File: src/rtl/core/srt_pkg.sv
// Types and constants of the sorted record table.
package srt_pkg;

  localparam int unsigned CMD_W    = 2;
  localparam int unsigned KEY_W    = 30;
  localparam int unsigned NAME_W   = 64;
  localparam int unsigned GRADE_W  = 11;
  localparam int unsigned AVG_W    = 12;
  localparam int unsigned STATUS_W = 3;
  localparam int unsigned POS_W    = 5;

  localparam logic [CMD_W-1:0] CMD_INSERT = 2'd0;
  localparam logic [CMD_W-1:0] CMD_REMOVE = 2'd1;
  localparam logic [CMD_W-1:0] CMD_SEARCH = 2'd2;

  localparam logic [STATUS_W-1:0] STATUS_OK        = 3'd0;
  localparam logic [STATUS_W-1:0] STATUS_DUPLICATE = 3'd1;
  localparam logic [STATUS_W-1:0] STATUS_FULL      = 3'd2;
  localparam logic [STATUS_W-1:0] STATUS_NOT_FOUND = 3'd3;
  localparam logic [STATUS_W-1:0] STATUS_EMPTY     = 3'd4;

  // One table entry as it sits in the record memory.
  typedef struct packed {
    logic [KEY_W-1:0]   key;
    logic [NAME_W-1:0]  name;
    logic [GRADE_W-1:0] grade_one;
    logic [GRADE_W-1:0] grade_two;
    logic [AVG_W-1:0]   average;
  } rec_t;

endpackage

File: src/rtl/core/srt_ram.sv
// Generic single-write, single-read RAM with registered read data.
module srt_ram #(
  parameter int unsigned WIDTH = 8,
  parameter int unsigned DEPTH = 16,
  parameter int unsigned AW    = (DEPTH > 1) ? $clog2(DEPTH) : 1
) (
  input  logic             clk_i,
  input  logic             we_i,
  input  logic [AW-1:0]    waddr_i,
  input  logic [WIDTH-1:0] wdata_i,
  input  logic [AW-1:0]    raddr_i,
  output logic [WIDTH-1:0] rdata_o
);

  logic [WIDTH-1:0] mem_q [DEPTH];

  always_ff @(posedge clk_i) begin
    if (we_i) begin
      mem_q[waddr_i] <= wdata_i;
    end
    rdata_o <= mem_q[raddr_i];
  end

endmodule

File: src/rtl/core/sorted_record_table.sv
// Sorted record table: insert, remove and search over a key-ordered record memory.
//
// Input channel (in_valid_i / in_ready_o) carries one command item: cmd_i selects
// insert, remove or search (code three acts as search), key_i is the sort key and
// name_word_i, grade_one_i, grade_two_i are the record body used by insert.
// Output channel (out_valid_o / out_ready_i) returns exactly one result item per
// command: status, position, the matched record on a search hit, and the entry
// count after the operation.
// Steps: the scan reads entries from index 0, each with a memory read and then a
// key compare, until a key not below the given key or the entry count is reached;
// insert and remove then move entries, each with a read and then a write, and an
// insert ends with the slot write of the new record. A full table on insert or an
// empty table on remove skips the scan. With no stall the result turns valid at
// the same edge that raises in_ready_o again. The single-port-read record memory
// sets this order of steps.
// One item is worked at a time; in_ready_o is high only while the sequencer idles.
// A result waits in the output register while the receiver stalls; the next item
// may be accepted and scanned meanwhile, and holds before its own result.
// Reset empties the table (count to zero) and drops any pending result; memory
// contents are not cleared since entries past the count are never read.
module sorted_record_table #(
  parameter int unsigned CAPACITY = 16
) (
  input  logic                             clk_i,
  input  logic                             rst_ni,
  input  logic                             in_valid_i,
  output logic                             in_ready_o,
  input  logic [srt_pkg::CMD_W-1:0]        cmd_i,
  input  logic [srt_pkg::KEY_W-1:0]        key_i,
  input  logic [srt_pkg::NAME_W-1:0]       name_word_i,
  input  logic [srt_pkg::GRADE_W-1:0]      grade_one_i,
  input  logic [srt_pkg::GRADE_W-1:0]      grade_two_i,
  output logic                             out_valid_o,
  input  logic                             out_ready_i,
  output logic [srt_pkg::STATUS_W-1:0]     status_o,
  output logic [srt_pkg::POS_W-1:0]        position_o,
  output logic [srt_pkg::NAME_W-1:0]       found_name_o,
  output logic [srt_pkg::GRADE_W-1:0]      found_grade_one_o,
  output logic [srt_pkg::GRADE_W-1:0]      found_grade_two_o,
  output logic [srt_pkg::AVG_W-1:0]        found_average_o,
  output logic [srt_pkg::POS_W-1:0]        entry_count_o
);

  // Count and index width (holds CAPACITY itself) and memory address width.
  localparam int unsigned CW = $clog2(CAPACITY + 1);
  localparam int unsigned AW = (CAPACITY > 1) ? $clog2(CAPACITY) : 1;
  localparam int unsigned RW = $bits(srt_pkg::rec_t);

  typedef enum logic [6:0] {
    S_IDLE   = 7'b0000001,
    S_LREAD  = 7'b0000010,  // issue read of entry idx, or stop at the end
    S_LCMP   = 7'b0000100,  // compare entry idx against the key
    S_SREAD  = 7'b0001000,  // read the neighbor of the slot being moved
    S_SWRITE = 7'b0010000,  // write it one slot over
    S_SINS   = 7'b0100000,  // store the new record at the insertion point
    S_RESP   = 7'b1000000   // hand the result to the output register
  } state_e;

  state_e state_q, state_d;
  logic [CW-1:0] count_q, count_d;
  logic [CW-1:0] idx_q, idx_d;    // scan index, ends as position
  logic [CW-1:0] sidx_q, sidx_d;  // slot written by the shift

  // Latched command item.
  logic [srt_pkg::CMD_W-1:0]   cmd_q, cmd_d;
  logic [srt_pkg::KEY_W-1:0]   key_q, key_d;
  logic [srt_pkg::NAME_W-1:0]  name_q, name_d;
  logic [srt_pkg::GRADE_W-1:0] g1_q, g1_d;
  logic [srt_pkg::GRADE_W-1:0] g2_q, g2_d;

  // Result under construction.
  logic [srt_pkg::STATUS_W-1:0] res_status_q, res_status_d;
  srt_pkg::rec_t                res_rec_q, res_rec_d;

  // Output register.
  logic                         out_valid_q, out_valid_d;
  logic [srt_pkg::STATUS_W-1:0] out_status_q, out_status_d;
  logic [srt_pkg::POS_W-1:0]    out_pos_q, out_pos_d;
  logic [srt_pkg::POS_W-1:0]    out_count_q, out_count_d;
  srt_pkg::rec_t                out_rec_q, out_rec_d;

  // Record memory port.
  logic          ram_we;
  logic [AW-1:0] ram_waddr, ram_raddr;
  srt_pkg::rec_t ram_wdata, rd_rec;
  logic [RW-1:0] ram_rdata;

  logic is_ins, is_rem;
  logic loc_now, loc_hit;

  assign is_ins = (cmd_q == srt_pkg::CMD_INSERT);
  assign is_rem = (cmd_q == srt_pkg::CMD_REMOVE);
  assign rd_rec = srt_pkg::rec_t'(ram_rdata);

  always_comb begin
    state_d      = state_q;
    count_d      = count_q;
    idx_d        = idx_q;
    sidx_d       = sidx_q;
    cmd_d        = cmd_q;
    key_d        = key_q;
    name_d       = name_q;
    g1_d         = g1_q;
    g2_d         = g2_q;
    res_status_d = res_status_q;
    res_rec_d    = res_rec_q;
    out_valid_d  = out_valid_q;
    out_status_d = out_status_q;
    out_pos_d    = out_pos_q;
    out_count_d  = out_count_q;
    out_rec_d    = out_rec_q;
    ram_we       = 1'b0;
    ram_waddr    = sidx_q[AW-1:0];
    ram_wdata    = rd_rec;
    ram_raddr    = idx_q[AW-1:0];
    loc_now      = 1'b0;
    loc_hit      = 1'b0;

    if (out_valid_q && out_ready_i) begin
      out_valid_d = 1'b0;
    end

    unique case (state_q)
      S_IDLE: begin
        if (in_valid_i) begin
          cmd_d        = cmd_i;
          key_d        = key_i;
          name_d       = name_word_i;
          g1_d         = grade_one_i;
          g2_d         = grade_two_i;
          res_status_d = srt_pkg::STATUS_OK;
          res_rec_d    = '0;
          idx_d        = '0;
          if (cmd_i == srt_pkg::CMD_INSERT && count_q >= CW'(CAPACITY)) begin
            res_status_d = srt_pkg::STATUS_FULL;
            state_d      = S_RESP;
          end else if (cmd_i == srt_pkg::CMD_REMOVE && count_q == '0) begin
            res_status_d = srt_pkg::STATUS_EMPTY;
            state_d      = S_RESP;
          end else begin
            state_d = S_LREAD;
          end
        end
      end
      S_LREAD: begin
        if (idx_q >= count_q) begin
          loc_now = 1'b1;
        end else begin
          state_d = S_LCMP;
        end
      end
      S_LCMP: begin
        if (rd_rec.key < key_q) begin
          idx_d   = idx_q + 1'b1;
          state_d = S_LREAD;
        end else begin
          loc_now = 1'b1;
          loc_hit = (rd_rec.key == key_q);
        end
      end
      S_SREAD: begin
        ram_raddr = is_ins ? AW'(sidx_q - 1'b1) : AW'(sidx_q + 1'b1);
        state_d   = S_SWRITE;
      end
      S_SWRITE: begin
        ram_we = 1'b1;
        if (is_ins) begin
          sidx_d  = sidx_q - 1'b1;
          state_d = (sidx_d > idx_q) ? S_SREAD : S_SINS;
        end else begin
          // count_q is already the post-remove count here
          sidx_d  = sidx_q + 1'b1;
          state_d = (sidx_d < count_q) ? S_SREAD : S_RESP;
        end
      end
      S_SINS: begin
        ram_we              = 1'b1;
        ram_waddr           = idx_q[AW-1:0];
        ram_wdata.key       = key_q;
        ram_wdata.name      = name_q;
        ram_wdata.grade_one = g1_q;
        ram_wdata.grade_two = g2_q;
        ram_wdata.average   = {1'b0, g1_q} + {1'b0, g2_q};
        count_d             = count_q + 1'b1;
        state_d             = S_RESP;
      end
      S_RESP: begin
        if (!out_valid_q || out_ready_i) begin
          out_valid_d  = 1'b1;
          out_status_d = res_status_q;
          out_pos_d    = srt_pkg::POS_W'(idx_q);
          out_count_d  = srt_pkg::POS_W'(count_q);
          out_rec_d    = res_rec_q;
          state_d      = S_IDLE;
        end
      end
      default: begin
        state_d = S_IDLE;
      end
    endcase

    // Scan finished: idx_q holds the match index or the insertion point.
    if (loc_now) begin
      if (is_ins) begin
        if (loc_hit) begin
          res_status_d = srt_pkg::STATUS_DUPLICATE;
          state_d      = S_RESP;
        end else begin
          sidx_d  = count_q;
          state_d = (count_q > idx_q) ? S_SREAD : S_SINS;
        end
      end else if (is_rem) begin
        if (loc_hit) begin
          count_d = count_q - 1'b1;
          sidx_d  = idx_q;
          state_d = ((idx_q + 1'b1) < count_q) ? S_SREAD : S_RESP;
        end else begin
          res_status_d = srt_pkg::STATUS_NOT_FOUND;
          state_d      = S_RESP;
        end
      end else begin
        if (loc_hit) begin
          res_rec_d = rd_rec;
        end else begin
          res_status_d = srt_pkg::STATUS_NOT_FOUND;
        end
        state_d = S_RESP;
      end
    end
  end

  always_ff @(posedge clk_i or negedge rst_ni) begin
    if (!rst_ni) begin
      state_q     <= S_IDLE;
      count_q     <= '0;
      out_valid_q <= 1'b0;
    end else begin
      state_q     <= state_d;
      count_q     <= count_d;
      out_valid_q <= out_valid_d;
    end
  end

  always_ff @(posedge clk_i) begin
    idx_q        <= idx_d;
    sidx_q       <= sidx_d;
    cmd_q        <= cmd_d;
    key_q        <= key_d;
    name_q       <= name_d;
    g1_q         <= g1_d;
    g2_q         <= g2_d;
    res_status_q <= res_status_d;
    res_rec_q    <= res_rec_d;
    out_status_q <= out_status_d;
    out_pos_q    <= out_pos_d;
    out_count_q  <= out_count_d;
    out_rec_q    <= out_rec_d;
  end

  srt_ram #(
    .WIDTH (RW),
    .DEPTH (CAPACITY),
    .AW    (AW)
  ) u_rec_ram (
    .clk_i   (clk_i),
    .we_i    (ram_we),
    .waddr_i (ram_waddr),
    .wdata_i (ram_wdata),
    .raddr_i (ram_raddr),
    .rdata_o (ram_rdata)
  );

  assign in_ready_o        = (state_q == S_IDLE);
  assign out_valid_o       = out_valid_q;
  assign status_o          = out_status_q;
  assign position_o        = out_pos_q;
  assign entry_count_o     = out_count_q;
  assign found_name_o      = out_rec_q.name;
  assign found_grade_one_o = out_rec_q.grade_one;
  assign found_grade_two_o = out_rec_q.grade_two;
  assign found_average_o   = out_rec_q.average;

endmodule

File: config.mk
export PLATFORM = sky130hd
export DESIGN_NAME = sorted_record_table
export DESIGN_NICKNAME = d
export VERILOG_FILES = /design/src/rtl/core/srt_pkg.sv /design/src/rtl/core/srt_ram.sv /design/src/rtl/core/sorted_record_table.sv
export SDC_FILE = /design/constraint.sdc
export NUM_CORES = 2
export LEC_CHECK = 0
export BUFFER_PORTS_ARGS = -buffer_cell sky130_fd_sc_hd__buf_2
export CORE_MARGIN = 2
export CORE_UTILIZATION = 56
export CTS_CLUSTER_DIAMETER = 150
export DETAILED_ROUTE_END_ITERATION = 10
export PLACE_DENSITY_LB_ADDON = 0.15
export SETUP_SLACK_MARGIN = 0.05
export SYNTH_ARGS = -nofsm -noshare
export SYNTH_HDL_FRONTEND = slang
export SYNTH_SLANG_ARGS = --single-unit
File: constraint.sdc
create_clock -name clk_i -period 7.6 [get_ports clk_i]
set_clock_uncertainty 0.1 [all_clocks]
set_input_delay 0 -clock clk_i [delete_from_list [all_inputs] [get_ports clk_i]]
set_output_delay 0 -clock clk_i [all_outputs]
set_load 0.02 [all_outputs]
==> impl_metrics.json <==
{
  "fmax_ghz": 0.196,
  "ys_seq_elements": 2529,
  "antenna_found_initial": 4,
  "syn_avg_cell_area_um2": 13.9,
  "sw_frac_of_total_pct": 30.7,
  "ys.flop_type": "edfxtp_1",
  "firstDrtPassIters": 5,
  "worstReg2RegStart": "state_q[5]$_DFFE_PN0P_",
  "cts.hold.buffers_added": 241,
  "path_class": "flip-flop to flip-flop",
  "clock_latency_ps": 880,
  "ir_drop_uv": 260,
  "cp.arrival_ps": 5810,
  "drive_above_1_share_pct": 10.2,
  "area_delta_synth_final_pct": 14.4,
  "switching_power_uw": 12000,
  "start_util_pct": 56.4,
  "slew_viol_final": 0,
  "ctsResizeCount": 0,
  "drc": 0,
  "cts_tree": "done",
  "rr_endpoint": "u_rec_ram.rdata_o[69]$_DFF_P_",
  "drt-total-wl_mm": 263,
  "num_io_pins": 235,
  "fp.dieH_um": 423,
  "gp_congestion": 0.804,
  "fillCellCount": 12400,
  "yosysTopAreaCell": "edfxtp_1",
  "numCtsBuffers": 240,
  "critPathCaptureType": "flip-flop",
  "hold_depth": 4,
  "postRouteAntennaNets": 0,
  "internal-power_uw": 27100,
  "drt-wirelength-per-cell_um": 26.5,
  "setup_viol": 0,
  "ys_types": 65,
  "overflow": 0,
  "cp_max_fo": 58,
  "fp.dieW_um": 423,
  "rsz0062_at_grt": "no",
  "async_reset_ff_share_pct": 0.514,
  "synth-edff-count": 2282,
  "clkTransAtPathRegs_ps": 60,
  "cp.required_ps": 8300,
  "synth_area_um2": 98300,
  "post_cts_buffers": 0,
  "whs_endpoint": "state_q[1]$_DFFE_PN0P_",
  "tightest_slew_ps": 1200,
  "rows": 153,
  "power.leakage_uw": 0.0386,
  "worstHoldPathType": "input port to flip-flop",
  "ff2ff_path_depth": 9,
  "layout.nets": 7574,
  "fin_tns_setup_ps": 0,
  "synthTopCellsByArea": "edfxtp_1 70%, nand2_1 5.6%, dfxtp_1 4.8%",
  "cts_buffer_depth": 3,
  "finalCritPeriodShare_pct": 67.2,
  "ctsHtreeMaxLevel": 4,
  "final_hold_viol_count": 0,
  "dp_hpwl_mm": 121,
  "cts_root_buf": "clkbuf_16",
  "grt_pass1_vias": 60000,
  "cts.sinks": 2529,
  "max_cap_violations": 0,
  "ys_seq_area_share_pct": 74.8,
  "gr-usage-all-layers_pct": 28.8,
  "startpoint_type": "flip-flop",
  "min_period_ps": 5110,
  "dieArea_um2": 179000,
  "yosysWarnings": 0,
  "postLayoutCoreUtil_pct": 64.6,
  "n_antenna_cell": 0,
  "avgViaCountPerCell": 6.29,
  "slew_headroom_pct": 19.3,
  "syn-num-nets": 7274,
  "p_clk_share_pct": 30.8,
  "drtIter0Drc": 7682,
  "power_density_nw_per_um2": 347,
  "pwr-share-seq_pct": 46.8,
  "outcome": "complete, no violations",
  "grt_max_degree": 215,
  "via_count": 62500,
  "core-area_um2": 174000,
  "yosysTopAreaCellShare_pct": 69.7,
  "grt_pass1_wl_mm": 387,
  "synth_cells": 7086,
  "r2r_setup_slack_ps": 2490,
  "io_buffers": 234,
  "combPwrFrac_pct": 22.4,
  "hold_start": "in_valid_i"
}
## power by group through the flow
| stage | clock network, uW | logic, uW | registers [uW] |
|---|---|---|---|
| after floorplan | 0 | 5760 | 18300 |
| after global placement | 0 | 8310 | 18600 |
| after detailed placement | 0 | 8520 | 18600 |
| after CTS | 12100 | 8650 | 18300 |
| after global routing | 12700 | 9600 | 18300 |
| final | 12000 | 8760 | 18300 |
## state kept, by name, summed over array words and instances (netlist names)
name and flops:
status_o 3, g2_q 11, name_q 64, key_q 30, u_rec_ram.rdata_o 128, found_grade_two_o 11
entry_count_o 5, cmd_q 2, res_status_q 3, u_rec_ram.mem_q 2048, idx_q 5, position_o 5
found_average_o 12, found_grade_one_o 11, out_valid_o 1, res_rec_q 98, state_q 7, g1_q 11
sidx_q 5, found_name_o 64, count_q 5
## logic make-up after synthesis
kind of cell    after synthesis  synth area share [%]
compound gates             1521                  10.8
xor+xnor                     22                 0.196
fa+ha+maj                    66                 0.848
buf+inv                     610                  2.38
flops                      2529                  74.8
mux                          50                 0.512
simple gates               2288                  10.5
## layout by cell type (no fill, tap or decap), types with 127 or more instances in the layout
cell type,count
and3_1,495
dfxtp_1,234
a311oi_1,366
dlygate4sd3_1,241
a21oi_1,355
buf_2,234
a211oi_1,497
clkbuf_16,242
edfxtp_1,2282
nand2_1,1452
nor3_1,137
a31oi_1,127
## critical path: stages, from the launching register on
cell	delay [ps]
dfrtp_1	460
nor4_1	790
nand3_4	900
nand2_4	840
buf_4	520
buf_4	600
a211oi_1	190
a311oi_1	330
nor3_1	80
a21oi_1	150
## through the flow
step	worst slack, ps	cells	total power [uW]	instance area, um^2	hold WS (ps)
after floorplan	-154	7086	24100	98300	-396
after global placement	2730	9227	26900	102000	-195
after detailed placement	2630	9227	27100	102000	-183
after CTS	2630	9929	39100	112000	8.68
after global routing	2150	9930	40600	112000	88.8
final	2490	9930	39100	112000	85.3
## how the worst max path moves through the flow
stage | startpoint | to | slack, ps | cells past startpoint
2_1_floorplan | state_q[3]$_DFFE_PN0P_ | u_rec_ram.mem_q[11][0]$_DFFE_PP_ | -150 | 6
3_3_place_gp | state_q[1]$_DFFE_PN0P_ | u_rec_ram.rdata_o[58]$_DFF_P_ | 2730 | 9
3_5_place_dp | state_q[1]$_DFFE_PN0P_ | u_rec_ram.rdata_o[71]$_DFF_P_ | 2630 | 9
4_1_cts | state_q[1]$_DFFE_PN0P_ | u_rec_ram.rdata_o[75]$_DFF_P_ | 2630 | 9
5_1_grt | state_q[5]$_DFFE_PN0P_ | u_rec_ram.rdata_o[58]$_DFF_P_ | 2150 | 9
6_report | state_q[5]$_DFFE_PN0P_ | u_rec_ram.rdata_o[69]$_DFF_P_ | 2490 | 9
## layout make-up
type	count	area, um^2	share of cell area [%]
multi-input cells	3947	22700	20.1
repair buffers	609	5100	4.53
inverters	59	226	0.201
flip-flops and latches	2529	73500	65.4
clock buffers	348	6830	6.08
clock inverters	113	1230	1.09
well taps	2325	2910	2.59
## Yosys cell counts (all sizes together) (8+ instances only)
| master | n |
|---|---|
| nor2 | 94 |
| ha | 65 |
| dfrtp | 12 |
| a21oi | 355 |
| o21ai | 114 |
| o211ai | 8 |
| buf | 56 |
| xor2 | 8 |
| clkbuf | 495 |
| xnor2 | 14 |
| edfxtp | 2282 |
| nand4 | 21 |
| and3 | 495 |
| nor2b | 8 |
| a31oi | 128 |
| inv | 59 |
| nand2 | 1454 |
| dfxtp | 234 |
| a211oi | 499 |
| nand3 | 39 |
| mux2i | 48 |
| a311oi | 366 |
| nor3 | 137 |
## metal layers
metal	vias up	global-route usage [%]	wire, um
met4	0	7.89	5920
met2	2932	46.7	126000
met5	-	0	0
met1	31400	40.9	108000
met3	395	4.27	22800
li1	27800	-	-
Power figures use the tool's default switching activity.
